<file path="src/hw/rtl/ssd_pkg.sv">
// Shared types and constants for the dielectric specular sampler.
// No dependencies; imported by every module of the block.
`default_nettype none

package ssd_pkg;

    localparam logic [15:0] ONE_Q15    = 16'd32768;
    localparam logic [23:0] WEIGHT_MAX = 24'hFF_FFFF;
    localparam logic [62:0] COS2_ONE   = 63'd1 << 56;
    localparam logic [30:0] SIN2_ONE   = 31'd1 << 30;

    // Pipelined square root: one result bit per stage
    localparam int SQRT_STAGES = 16;

    // Pipelined restoring divider: one quotient bit per stage
    localparam int DIV_N_W = 48;
    localparam int DIV_D_W = 33;
    localparam int DIV_Q_W = 25;

    // Configuration register indexes
    localparam logic [1:0] CFG_RATIO_ENTERING = 2'd0;
    localparam logic [1:0] CFG_RATIO_LEAVING  = 2'd1;
    localparam logic [1:0] CFG_INDEX_OUTSIDE  = 2'd2;
    localparam logic [1:0] CFG_INDEX_INSIDE   = 2'd3;

    typedef enum logic [1:0] {
        LOBE_NONE  = 2'd0,
        LOBE_REFL  = 2'd1,
        LOBE_TRANS = 2'd2
    } lobe_t;

    // Ray state carried through the front end and the square root
    typedef struct packed {
        logic [15:0] x;
        logic [15:0] y;
        logic        entering;
        logic [15:0] abs_z;
        logic [15:0] e;
        logic [15:0] smp;
        logic        refl_ok;
        logic        trans_ok;
    } ray_t;

    // Ray state carried through the Fresnel divisions
    typedef struct packed {
        logic [15:0] x;
        logic [15:0] y;
        logic [17:0] mx;
        logic [17:0] my;
        logic        entering;
        logic [15:0] abs_z;
        logic [15:0] cost;
        logic [15:0] smp;
        logic        refl_ok;
        logic        trans_ok;
    } fres_t;

    // Chosen result carried through the weight division
    typedef struct packed {
        logic [16:0] dx;
        logic [16:0] dy;
        logic [16:0] dz;
        logic [15:0] prob;
        logic        lum;
        lobe_t       lobe;
    } sel_t;

    localparam int RAY_W  = $bits(ray_t);
    localparam int FRES_W = $bits(fres_t);
    localparam int SEL_W  = $bits(sel_t);
    localparam int SIDE_W = (FRES_W > RAY_W) ? ((FRES_W > SEL_W) ? FRES_W : SEL_W)
                                             : ((RAY_W > SEL_W) ? RAY_W : SEL_W);

endpackage

`default_nettype wire

</file>
<file path="src/hw/rtl/ssd_sqrt.sv">
// Pipelined integer square root, one result bit per stage, with side data.
// Depends on ssd_pkg.
`default_nettype none

module ssd_sqrt
    import ssd_pkg::*;
(
    input  wire logic              clk,
    input  wire logic              rst_n,
    input  wire logic              adv,
    input  wire logic              in_valid,
    input  wire logic [30:0]       in_arg,
    input  wire logic [SIDE_W-1:0] in_side,
    output logic                   out_valid,
    output logic [15:0]            out_root,
    output logic [SIDE_W-1:0]      out_side
);

    logic              vld_reg  [SQRT_STAGES];
    logic [30:0]       v_reg    [SQRT_STAGES];
    logic [31:0]       r_reg    [SQRT_STAGES];
    logic [SIDE_W-1:0] side_reg [SQRT_STAGES];

    for (genvar i = 0; i < SQRT_STAGES; i++)
    begin : g_st
        localparam logic [31:0] BIT = 32'd1 << (2 * (SQRT_STAGES - 1 - i));
        logic              vld_in;
        logic [30:0]       v_in;
        logic [31:0]       r_in;
        logic [SIDE_W-1:0] side_in;
        logic [31:0]       cand;
        logic [30:0]       v_next;
        logic [31:0]       r_next;

        if (i == 0)
        begin : g_first
            assign vld_in  = in_valid;
            assign v_in    = in_arg;
            assign r_in    = 32'd0;
            assign side_in = in_side;
        end
        else
        begin : g_rest
            assign vld_in  = vld_reg[i-1];
            assign v_in    = v_reg[i-1];
            assign r_in    = r_reg[i-1];
            assign side_in = side_reg[i-1];
        end

        // one digit of the root
        always_comb
        begin
            cand = r_in + BIT;
            if (32'(v_in) >= cand)
            begin
                v_next = 31'(32'(v_in) - cand);
                r_next = (r_in >> 1) + BIT;
            end
            else
            begin
                v_next = v_in;
                r_next = r_in >> 1;
            end
        end

        always_ff @(posedge clk or negedge rst_n)
        begin
            if (!rst_n)
                vld_reg[i] <= 1'b0;
            else if (adv)
                vld_reg[i] <= vld_in;
        end

        always_ff @(posedge clk)
        begin
            if (adv)
            begin
                v_reg[i]    <= v_next;
                r_reg[i]    <= r_next;
                side_reg[i] <= side_in;
            end
        end
    end

    assign out_valid = vld_reg[SQRT_STAGES-1];
    assign out_root  = r_reg[SQRT_STAGES-1][15:0];
    assign out_side  = side_reg[SQRT_STAGES-1];

endmodule

`default_nettype wire

</file>
<file path="config.mk">
export PLATFORM = sky130hd
export DESIGN_NAME = ssd_sqrt
export DESIGN_NICKNAME = d
export VERILOG_FILES = /design/src/hw/rtl/ssd_pkg.sv /design/src/hw/rtl/ssd_sqrt.sv
export SDC_FILE = /design/constraint.sdc
export NUM_CORES = 2
export LEC_CHECK = 0
export BUFFER_PORTS_ARGS = -buffer_cell sky130_fd_sc_hd__buf_2
export CORE_ASPECT_RATIO = 0.7
export CORE_MARGIN = 2
export CORE_UTILIZATION = 44
export CTS_CLUSTER_SIZE = 12
export DETAILED_ROUTE_END_ITERATION = 16
export GPL_ROUTABILITY_DRIVEN = 1
export SKIP_LAST_GASP = 1
export SYNTH_ARGS = -nofsm -noshare
export SYNTH_HDL_FRONTEND = slang
export SYNTH_SLANG_ARGS = --single-unit
</file>
<file path="constraint.sdc">
create_clock -name clk -period 5.5 [get_ports clk]
set_input_delay 0.55 -clock clk [delete_from_list [all_inputs] [get_ports clk]]
set_output_delay 0.55 -clock clk [all_outputs]
set_load 0.005 [all_outputs]
</file>
==> results.sh <==
export IMPL_fmax_mhz=287
export IMPL_initial_core_util=0.444
export IMPL_synth_nets=4420
export IMPL_placed_area_um2=91200
export IMPL_grt_pass1_vias=35651
export IMPL_dr_pass1_iters=7
export IMPL_largest_register_ffs=1904
export IMPL_timing_hold_ws_ns=0.171
export IMPL_numClockSinks=2521
export IMPL_layout_drive_gt1_share=0.140
export IMPL_stdcell_count=7503
export IMPL_startpoint_type="flop"
export IMPL_overflow=0
export IMPL_antenna_left=0
export IMPL_ys_seq_area_frac=0.879
export IMPL_clk_pin_slew_worst_paths_ns=0.06
export IMPL_outcome="finished clean"
export IMPL_synth_top_flop_cell="edfxtp_1"
export IMPL_cp_max_fo=25
export IMPL_leakagePower_nw=34.8
export IMPL_worstPathArrival_ns=4.00
export IMPL_place_ws_ns=2.12
export IMPL_crit_type="flop to flop"
export IMPL_final_area_um2=99500
export IMPL_io_buffers=289
export IMPL_yosys_warnings=0
export IMPL_n_fill_cell=15333
export IMPL_synth_top_cell_by_area="edfxtp_1"
export IMPL_cts_setup_buffers=0
export IMPL_gp_congestion=0.834
export IMPL_wirelength_um=120000
export IMPL_tightestPinTransition_ns=1.05
export IMPL_synthCells=4117
export IMPL_skew_ns=0.0891
export IMPL_synth_area_leaders="edfxtp_1 (87%), ha_1 (2.2%), xnor2_1 (0.91%)"
export IMPL_cts_root_buf="clkbuf_16"
export IMPL_synth_top_area_share=0.874
export IMPL_path_common_cell="nor4_1"
export IMPL_tritoncts="yes"
export IMPL_die_h_um=374
export IMPL_dpl_hpwl_um=71500
export IMPL_timing_setup_tns_ns=0
export IMPL_worstPathCellList="ha_1 > or4b_2 > nor4_1 > a31oi_1 > nand4_2 > nand2_1 > nor4_1 > xor2_1"
export IMPL_finalPower_mw=40.9
export IMPL_cts_buffers=246
export IMPL_routedWlPerCell_um=16.1
export IMPL_synth_area_um2=86100
export IMPL_setup_slack_ns=2.02
export IMPL_cp_data_required_time_ns=6.02
export IMPL_rsz0062_at_grt="no"
export IMPL_ios=290
export IMPL_critPathMaxStageDelay_ns=0.61
export IMPL_relSlewSlack=0.300
export IMPL_syn_avg_cell_area_um2=20.9
export IMPL_synth_seq_cells=2521
export IMPL_core_um2=194000
export IMPL_vias=36011
export IMPL_die_x_um=533
export IMPL_slowest_stage="or4b_2"
export IMPL_drc=0
export IMPL_post_route_min_period_ns=3.48
export IMPL_grt_antenna_before_repair=2
export IMPL_avgViaCountPerCell=4.80
export IMPL_setup_viol=0
export IMPL_dieArea_um2=199000
export IMPL_cts_buffer_depth=4
export IMPL_maxSlewViolCount=0
export IMPL_grt_max_degree=190
export IMPL_dp_cells=7023
export IMPL_finalCritPeriodShare=0.633
export IMPL_num_rows=135
export IMPL_synth_edf_count=2505
export IMPL_grt_pass1_wl_um=191000
export IMPL_final_util=0.513
export IMPL_pwr_density_cell_nw_per_um2=411
export IMPL_synth_cell_types=84
export IMPL_hold_path_class="input pin to asynchronous set/reset pin"
export IMPL_clk_latency_ns=0.88
export IMPL_area_delta_synth_final_pct=15.6
export IMPL_cts_max_level=4
export IMPL_nets=5123
export IMPL_grtUsageTotal=0.119
export IMPL_max_cap_violations=0
export IMPL_drt_initial_drc_count=2987
export IMPL_end_kind="flop"
export IMPL_postSynth_asyncResetShare=0.00635
export IMPL_finalHoldViolations=0
export IMPL_peakVddDrop_mv=0.276
## cell usage in the layout, fill, tap and decap left out, types with 18 or more instances in the layout
master,instances
inv_1,180
buf_12,18
buf_2,288
clkbuf_16,249
a21o_1,23
nor2_1,145
nor3_1,61
nand2_1,116
xnor2_1,89
nor2b_1,21
o21a_1,28
a21oi_1,126
or3_1,21
xor2_1,89
ha_1,148
buf_4,34
nand4_1,30
mux2_2,38
clkbuf_1,39
or4_1,18
o21ai_0,107
nor4_1,67
nand3_1,36
nand2b_1,28
edfxtp_1,2505
dlygate4sd3_1,152
## per-layer routing
metal	wire (µm)	track usage
met2	51700	0.171
met5	0	0
met4	3730	0.0427
met3	6190	0.0255
met1	58800	0.178
## where the power goes
| group | switching, mW | leakage, nW | internal (mW) | total [mW] |
|---|---|---|---|---|
| combinational | 1.58 | 6.99 | 1.15 | 2.73 |
| sequential | 0.674 | 24.6 | 22.9 | 23.6 |
| clock | 6.38 | 3.28 | 8.20 | 14.6 |
## critical path, delay by kind of cell, from the launching register on
family,cells,cell delay (ns)
compound gates,1,0.23
xor+xnor,1,0.12
flops,1,0.39
fa+ha+maj,1,0.39
simple gates,5,2.03
## Yosys cell counts (10+ instances only)
| cell type | number |
|---|---|
| ha_1 | 148 |
| nand2_1 | 116 |
| edfxtp_1 | 2505 |
| o21ai_0 | 107 |
| o211ai_1 | 13 |
| a21o_1 | 23 |
| o21a_1 | 28 |
| nor4_1 | 68 |
| nor4b_1 | 10 |
| or3_1 | 21 |
| nand3_1 | 36 |
| a21boi_0 | 11 |
| o21bai_1 | 10 |
| nand2b_1 | 28 |
| nor2_1 | 145 |
| inv_1 | 180 |
| o31ai_1 | 13 |
| xor2_1 | 89 |
| a21oi_1 | 126 |
| or4_1 | 18 |
| xnor2_1 | 89 |
| nor2b_1 | 21 |
| dfrtp_1 | 16 |
| clkbuf_1 | 23 |
| mux2_2 | 38 |
| nor3_1 | 61 |
| a211oi_1 | 14 |
| nand4_1 | 30 |
## worst paths after layout
kind | endpoint | slack [ns] | start | cells past startpoint
setup / recovery | v_reg[1][123] | 2.02 | v_reg[1][73] | 8
hold / removal | g_st[1].vld_in | 0.17 | rst_n | 2
setup reg to reg | v_reg[1][123] | 2.02 | v_reg[1][73] | 8
hold reg to reg | side_reg[0][468] | 0.32 | side_reg[0][349] | 0
max in group asynchronous | g_st[13].vld_in | 5.07 | rst_n | 2
min in group clk | side_reg[0][253] | 0.22 | adv | 1
## cells by family after synthesis
group,after synthesis,synth area share
adder cells (fa/ha/maj),149,0.0217
AND/OR/NAND/NOR,607,0.0371
flip-flops,2521,0.879
AO/OA/AOI/OAI,396,0.0285
multiplexers,45,0.00590
other,1,0.0000436
XOR/XNOR,178,0.0181
buffers and inverters,220,0.0100
## repair_timing
item	CTS	global route
hold buffers	152	0
resized for setup	0	0
endpoints found under the hold margin	167	0
## final cells by class
| cell class | count | area, µm² | share of cell area |
|---|---|---|---|
| Sequential cell | 2521 | 75600 | 0.760 |
| Multi-Input combinational cell | 1376 | 9600 | 0.0965 |
| Clock buffer | 288 | 6380 | 0.0641 |
| Timing Repair Buffer | 492 | 3580 | 0.0360 |
| Tap cell | 2603 | 3260 | 0.0327 |
| Inverter | 183 | 692 | 0.00696 |
| Clock inverter | 36 | 332 | 0.00333 |
| Antenna cell | 4 | 10.0 | 0.000101 |
Note: power is estimated with default switching activity, not from simulation.
