===== config.mk =====
export PLATFORM = sky130hd
export DESIGN_NAME = ssd_front
export DESIGN_NICKNAME = d
export VERILOG_FILES = /design/src/hw/rtl/ssd_pkg.sv /design/src/hw/rtl/ssd_front.sv
export SDC_FILE = /design/constraint.sdc
export NUM_CORES = 2
export LEC_CHECK = 0
export ABC_AREA = 1
export BUFFER_PORTS_ARGS = -buffer_cell sky130_fd_sc_hd__buf_2
export CORE_MARGIN = 8
export CORE_UTILIZATION = 45
export CTS_CLUSTER_SIZE = 24
export DETAILED_ROUTE_END_ITERATION = 12
export GPL_TIMING_DRIVEN = 0
export PLACE_DENSITY = 0.7
export SYNTH_ARGS = -nofsm -noshare
export SYNTH_HDL_FRONTEND = slang
export SYNTH_SLANG_ARGS = --single-unit

===== constraint.sdc =====
create_clock -name clk -period 6.8 [get_ports clk]
set_input_delay 0.68 -clock clk [delete_from_list [all_inputs] [get_ports clk]]
set_output_delay 0.68 -clock clk [all_outputs]
set_load 0.01 [all_outputs]

===== src/hw/rtl/ssd_pkg.sv =====
// Shared types and constants for the dielectric specular sampler.
// No dependencies; imported by every module of the block.
`default_nettype none

package ssd_pkg;

    localparam logic [15:0] ONE_Q15    = 16'd32768;
    localparam logic [23:0] WEIGHT_MAX = 24'hFF_FFFF;
    localparam logic [62:0] COS2_ONE   = 63'd1 << 56;
    localparam logic [30:0] SIN2_ONE   = 31'd1 << 30;

    // Pipelined square root: one result bit per stage
    localparam int SQRT_STAGES = 16;

    // Pipelined restoring divider: one quotient bit per stage
    localparam int DIV_N_W = 48;
    localparam int DIV_D_W = 33;
    localparam int DIV_Q_W = 25;

    // Configuration register indexes
    localparam logic [1:0] CFG_RATIO_ENTERING = 2'd0;
    localparam logic [1:0] CFG_RATIO_LEAVING  = 2'd1;
    localparam logic [1:0] CFG_INDEX_OUTSIDE  = 2'd2;
    localparam logic [1:0] CFG_INDEX_INSIDE   = 2'd3;

    typedef enum logic [1:0] {
        LOBE_NONE  = 2'd0,
        LOBE_REFL  = 2'd1,
        LOBE_TRANS = 2'd2
    } lobe_t;

    // Ray state carried through the front end and the square root
    typedef struct packed {
        logic [15:0] x;
        logic [15:0] y;
        logic        entering;
        logic [15:0] abs_z;
        logic [15:0] e;
        logic [15:0] smp;
        logic        refl_ok;
        logic        trans_ok;
    } ray_t;

    // Ray state carried through the Fresnel divisions
    typedef struct packed {
        logic [15:0] x;
        logic [15:0] y;
        logic [17:0] mx;
        logic [17:0] my;
        logic        entering;
        logic [15:0] abs_z;
        logic [15:0] cost;
        logic [15:0] smp;
        logic        refl_ok;
        logic        trans_ok;
    } fres_t;

    // Chosen result carried through the weight division
    typedef struct packed {
        logic [16:0] dx;
        logic [16:0] dy;
        logic [16:0] dz;
        logic [15:0] prob;
        logic        lum;
        lobe_t       lobe;
    } sel_t;

    localparam int RAY_W  = $bits(ray_t);
    localparam int FRES_W = $bits(fres_t);
    localparam int SEL_W  = $bits(sel_t);
    localparam int SIDE_W = (FRES_W > RAY_W) ? ((FRES_W > SEL_W) ? FRES_W : SEL_W)
                                             : ((RAY_W > SEL_W) ? RAY_W : SEL_W);

endpackage

`default_nettype wire


===== src/hw/rtl/ssd_front.sv =====
// Front end: ratio select, squares and the refracted cos^2 argument.
// Depends on ssd_pkg.
`default_nettype none

module ssd_front
    import ssd_pkg::*;
(
    input  wire logic        clk,
    input  wire logic        rst_n,
    input  wire logic        adv,
    input  wire logic        in_valid,
    input  wire logic [15:0] in_x,
    input  wire logic [15:0] in_y,
    input  wire logic [15:0] in_z,
    input  wire logic [15:0] in_smp,
    input  wire logic        in_refl_ok,
    input  wire logic        in_trans_ok,
    input  wire logic [15:0] ratio_ent,
    input  wire logic [15:0] ratio_lvg,
    output logic             out_valid,
    output logic [30:0]      out_arg,
    output ray_t             out_ray
);

    logic        s1_vld_reg, s2_vld_reg, s3_vld_reg;
    ray_t        s1_ray_reg, s2_ray_reg, s3_ray_reg;
    logic [31:0] s1_e2_reg;
    logic [30:0] s1_az2_reg;
    logic [62:0] s2_term_reg;
    logic [30:0] s3_arg_reg;

    ray_t        ray_next;
    logic [31:0] e2_next;
    logic [30:0] az2_next;
    logic [30:0] sin2;
    logic [62:0] term_next;
    logic [62:0] cos2_diff;
    logic [30:0] arg_next;

    // stage 1: side, |z|, e^2 and z^2
    always_comb
    begin
        ray_next.x        = in_x;
        ray_next.y        = in_y;
        ray_next.entering = !in_z[15] && (in_z != 16'd0);
        ray_next.abs_z    = in_z[15] ? 16'(16'd0 - in_z) : in_z;
        ray_next.e        = ray_next.entering ? ratio_ent : ratio_lvg;
        ray_next.smp      = in_smp;
        ray_next.refl_ok  = in_refl_ok;
        ray_next.trans_ok = in_trans_ok;
        e2_next           = 32'(ray_next.e) * 32'(ray_next.e);
        az2_next          = 31'(32'(ray_next.abs_z) * 32'(ray_next.abs_z));
    end

    // stage 2: e^2 * sin^2
    assign sin2      = SIN2_ONE - s1_az2_reg;
    assign term_next = 63'(s1_e2_reg) * 63'(sin2);

    // stage 3: clamp and rescale to Q.30
    assign cos2_diff = COS2_ONE - s2_term_reg;
    assign arg_next  = (s2_term_reg >= COS2_ONE) ? 31'd0 : 31'(cos2_diff >> 26);

    // valid bits
    always_ff @(posedge clk or negedge rst_n)
    begin
        if (!rst_n)
        begin
            s1_vld_reg <= 1'b0;
            s2_vld_reg <= 1'b0;
            s3_vld_reg <= 1'b0;
        end
        else if (adv)
        begin
            s1_vld_reg <= in_valid;
            s2_vld_reg <= s1_vld_reg;
            s3_vld_reg <= s2_vld_reg;
        end
    end

    // payload
    always_ff @(posedge clk)
    begin
        if (adv)
        begin
            s1_ray_reg  <= ray_next;
            s1_e2_reg   <= e2_next;
            s1_az2_reg  <= az2_next;
            s2_ray_reg  <= s1_ray_reg;
            s2_term_reg <= term_next;
            s3_ray_reg  <= s2_ray_reg;
            s3_arg_reg  <= arg_next;
        end
    end

    assign out_valid = s3_vld_reg;
    assign out_arg   = s3_arg_reg;
    assign out_ray   = s3_ray_reg;

endmodule

`default_nettype wire


==> run summary <==
SYNTHESIS
-------------------------------------------------------------------------------------------
Cell with the most instances after synthesis                                          inv_1
Post-synth top flop                                                                edfxtp_1
Seq cells post-synth                                                                    405
Average instance area after synthesis                                            8.76 sq um
Post-synth design cell area                                                     62500 sq um
Ys async rst share                                                                  0.00741
Cell types occupying the most area after synthesis                             fa_1, edfxtp_1, inv_1, ha_1, nand2_1
Number of flops mapped to enable cells by yosys                                         402
Yosys warns                                                                               0
Sequential area share after synthesis                                                 0.194
Fraction of synthesized cell area taken by the top area cell type                     0.380
Mapped Cells                                                                           7132
Post-synth top area cell                                                               fa_1
Most common library cells after synthesis                                      inv_1, nand2_1, fa_1
Yosys cell types                                                                         49

DIE
-------------------------------------------------------------------------------------------
Effective utilization at floorplan                                                    0.454
Vertical die dimension                                                               389 um
Core area                                                                      138000 sq um
Number of standard-cell rows in the floorplan                                           136
I/O pin count                                                                           217
Horizontal die dimension                                                             389 um
Die Area                                                                       151000 sq um

PLACED DESIGN
-------------------------------------------------------------------------------------------
Final HPWL from detailed placement                                                167000 um
Weighted congestion at the end of routability-driven global placement                  1.01
Total of buffers placed on input and output ports                                       215

SETUP PATH
-------------------------------------------------------------------------------------------
Data required, critical path                                                        7.21 ns
Crit-path max cell delay                                                            0.64 ns
CP startpoint kind                                                                     flop
Slowest library cell on the worst path                                                 fa_2
Most used cell, CP                                                                     fa_1
Element type at the critical path end                                                  flop
Largest fanout on the critical path                                                       5
Worst Path Arrival                                                                  8.31 ns
Path type of the worst setup path                                                   reg2reg

RUN STATUS
-------------------------------------------------------------------------------------------
Result of the run                                                              finished, violations left
Failing checks                                                                 setup timing

CTS
-------------------------------------------------------------------------------------------
Number of sinks driven by the clock tree                                                405
TritonCTS clock tree                                                                  built
H-tree Lvls                                                                               2
Clock tree root buffer cell                                                       clkbuf_16
Latest clock arrival within the worst-skew pair                                     0.66 ns
Number of buffers on the longest clock path                                               3
Clock transition at the registers of the reported paths                             0.06 ns
TritonCTS buffer count                                                                   46

TIMING
-------------------------------------------------------------------------------------------
Max Slew Vio Count                                                                        0
Worst Max-Slew Pin Slew                                                             1.11 ns
Max Clk Rate                                                                      0.127 GHz
Hold Violations, Final                                                                    0
Smallest hold slack                                                                0.202 ns
Share of the clock period used by the worst path                                       1.16
Clock period minus final worst setup slack                                          7.90 ns
Final count of negative-setup-slack endpoints                                            48
Worst rel slew slack                                                                  0.259
RSZ-0062 raised after global routing                                                    yes
Worst Slack Setup Final                                                            -1.10 ns
Setup skew after layout                                                           0.0840 ns

MIN PATH
-------------------------------------------------------------------------------------------
Tightest Hold Check Type                                                             in2reg

GRT
-------------------------------------------------------------------------------------------
Pin count of the biggest net entering global routing                                    121
Global-route track usage on met3                                                     0.0579
Peak-usage layer in the global routing report                                          met2
GRT met1 Usage                                                                        0.337
Number of antenna violations at the first check in global routing                         3
Global-route wire length before repair                                            305000 um
Aggregate global-route resource usage                                                 0.262
Global Route met2 Usage                                                               0.419
GRT Residual Overflow                                                                     0
Vias in the first global route                                                        52386

DRT
-------------------------------------------------------------------------------------------
Remaining routing DRC violations                                                          0
Vias                                                                                  49790
Average routed wire per standard cell                                               21.3 um
Number of design-rule violations left by the first detailed-router iteration           4235
Via/cell ratio                                                                         5.27
Total wire length after detailed routing                                          201000 um
Residual antenna-violating net count after detailed routing                               0
Iteration count of the initial detailed-routing pass                                      7

FINAL LAYOUT
-------------------------------------------------------------------------------------------
Area Overhead vs Synth                                                                17.7%
Share of final-layout standard cells stronger than drive strength 1                   0.185
Final #Nets                                                                            9340
Area of the multi-input gates                                                   46300 sq um
FF+latch area                                                                   12100 sq um
Count of fill cells added during filler insertion                                     12424

FLOW RUN
-------------------------------------------------------------------------------------------
Max cap viols                                                                             0

==> worst paths after layout <==
path	startpoint	endpoint	slack [ns]	cells past startpoint
setup / recovery	s1_ray_reg[34]$_DFFE_PP_	s2_term_reg[58]$_DFFE_PP_	-1.10	30
hold / removal	in_smp[8]	s1_ray_reg[10]$_DFFE_PP_	0.20	1
setup reg to reg	s1_ray_reg[34]$_DFFE_PP_	s2_term_reg[58]$_DFFE_PP_	-1.10	30
hold reg to reg	s1_ray_reg[13]$_DFFE_PP_	s2_ray_reg[13]$_DFFE_PP_	0.41	0
max in group asynchronous	rst_n	out_valid$_DFFE_PN0P_	6.31	2
min in group asynchronous	rst_n	s1_vld_reg$_DFFE_PN0P_	0.39	2
==> cell usage in the layout, fill, tap and decap left out, types with 47 or more instances in the layout <==
cell and instances:
fa_1 1123, ha_4 51, nand2_1 1125, nand2_4 87, inv_1 1746, buf_2 221
nor2_4 73, nor2_1 696, xor2_1 56, edfxtp_1 402, clkbuf_16 48, fa_2 62
nand4_1 53, nor2_2 93, inv_2 79, a21oi_1 92, buf_6 47, ha_1 385
nand3_1 289, buf_4 165, nand2_2 150, clkbuf_1 71
==> layer usage <==
layer,vias to the layer above,share of wire
li1,22053,-
met3,609,0.096
met5,-,0
met4,0,0.066
met2,2305,0.45
met1,24823,0.39
==> final cells by class <==
type | count | area share
timing repair buffer | 404 | 0.0386
inverter | 1854 | 0.0959
multi-input combinational | 4704 | 0.630
antenna | 3 | 0.000102
clock buffer | 55 | 0.0164
clock inverter | 30 | 0.00440
sequential | 405 | 0.165
buffer | 190 | 0.0194
tap | 1794 | 0.0305
==> timing repair <==
item | in CTS | in global routing
hold buffers | 1 | 0
pin swaps | 76 | 173
resized for setup | 395 | 752
endpoints found under the setup margin | 94 | 93
buffers inserted | 48 | 135
endpoints found under the hold margin | 3 | 0
gates cloned | 0 | 3
==> critical path: cells and delay by family, from the launching register on <==
| family | cells | cell delay, ns |
|---|---|---|
| adder cells (fa/ha/maj) | 9 | 4.47 |
| AND/OR/NAND/NOR | 15 | 2.08 |
| buffers and inverters | 6 | 0.62 |
| flip-flops | 1 | 0.46 |
==> metrics by stage <==
stage           util  worst slack (ns)  cells  cell area, sq um  TNS (ns)
6_report       0.535             -1.10   9439             73600    -43.12
3_5_place_dp   0.484             -2.21   9176             66700   -142.88
3_3_place_gp   0.484             -2.14   9173             66600   -423.17
5_1_grt        0.534             -1.27   9436             73600    -52.87
4_1_cts        0.508            -0.894   9303             69900    -40.01
2_1_floorplan      -            -0.186   7164             63300     -3.91
==> cells by family (layout without fill, tap and decap cells) <==
group	after synthesis	count (layout)	synth area share
AOI/OAI and AO/OA	230	230	0.0202
xor gates and xnor gates	85	85	0.0119
adders and majority gates	1633	1633	0.469
buffers and inverters	2055	2533	0.126
DFF	405	405	0.194
muxes	1	1	0.000180
other	2	37	0.000120
and+or+nand+nor	2721	2721	0.178
Power is left out: the tool's default activity adds up to more than one toggle a clock period on the data nets, which glitch-free logic cannot reach.
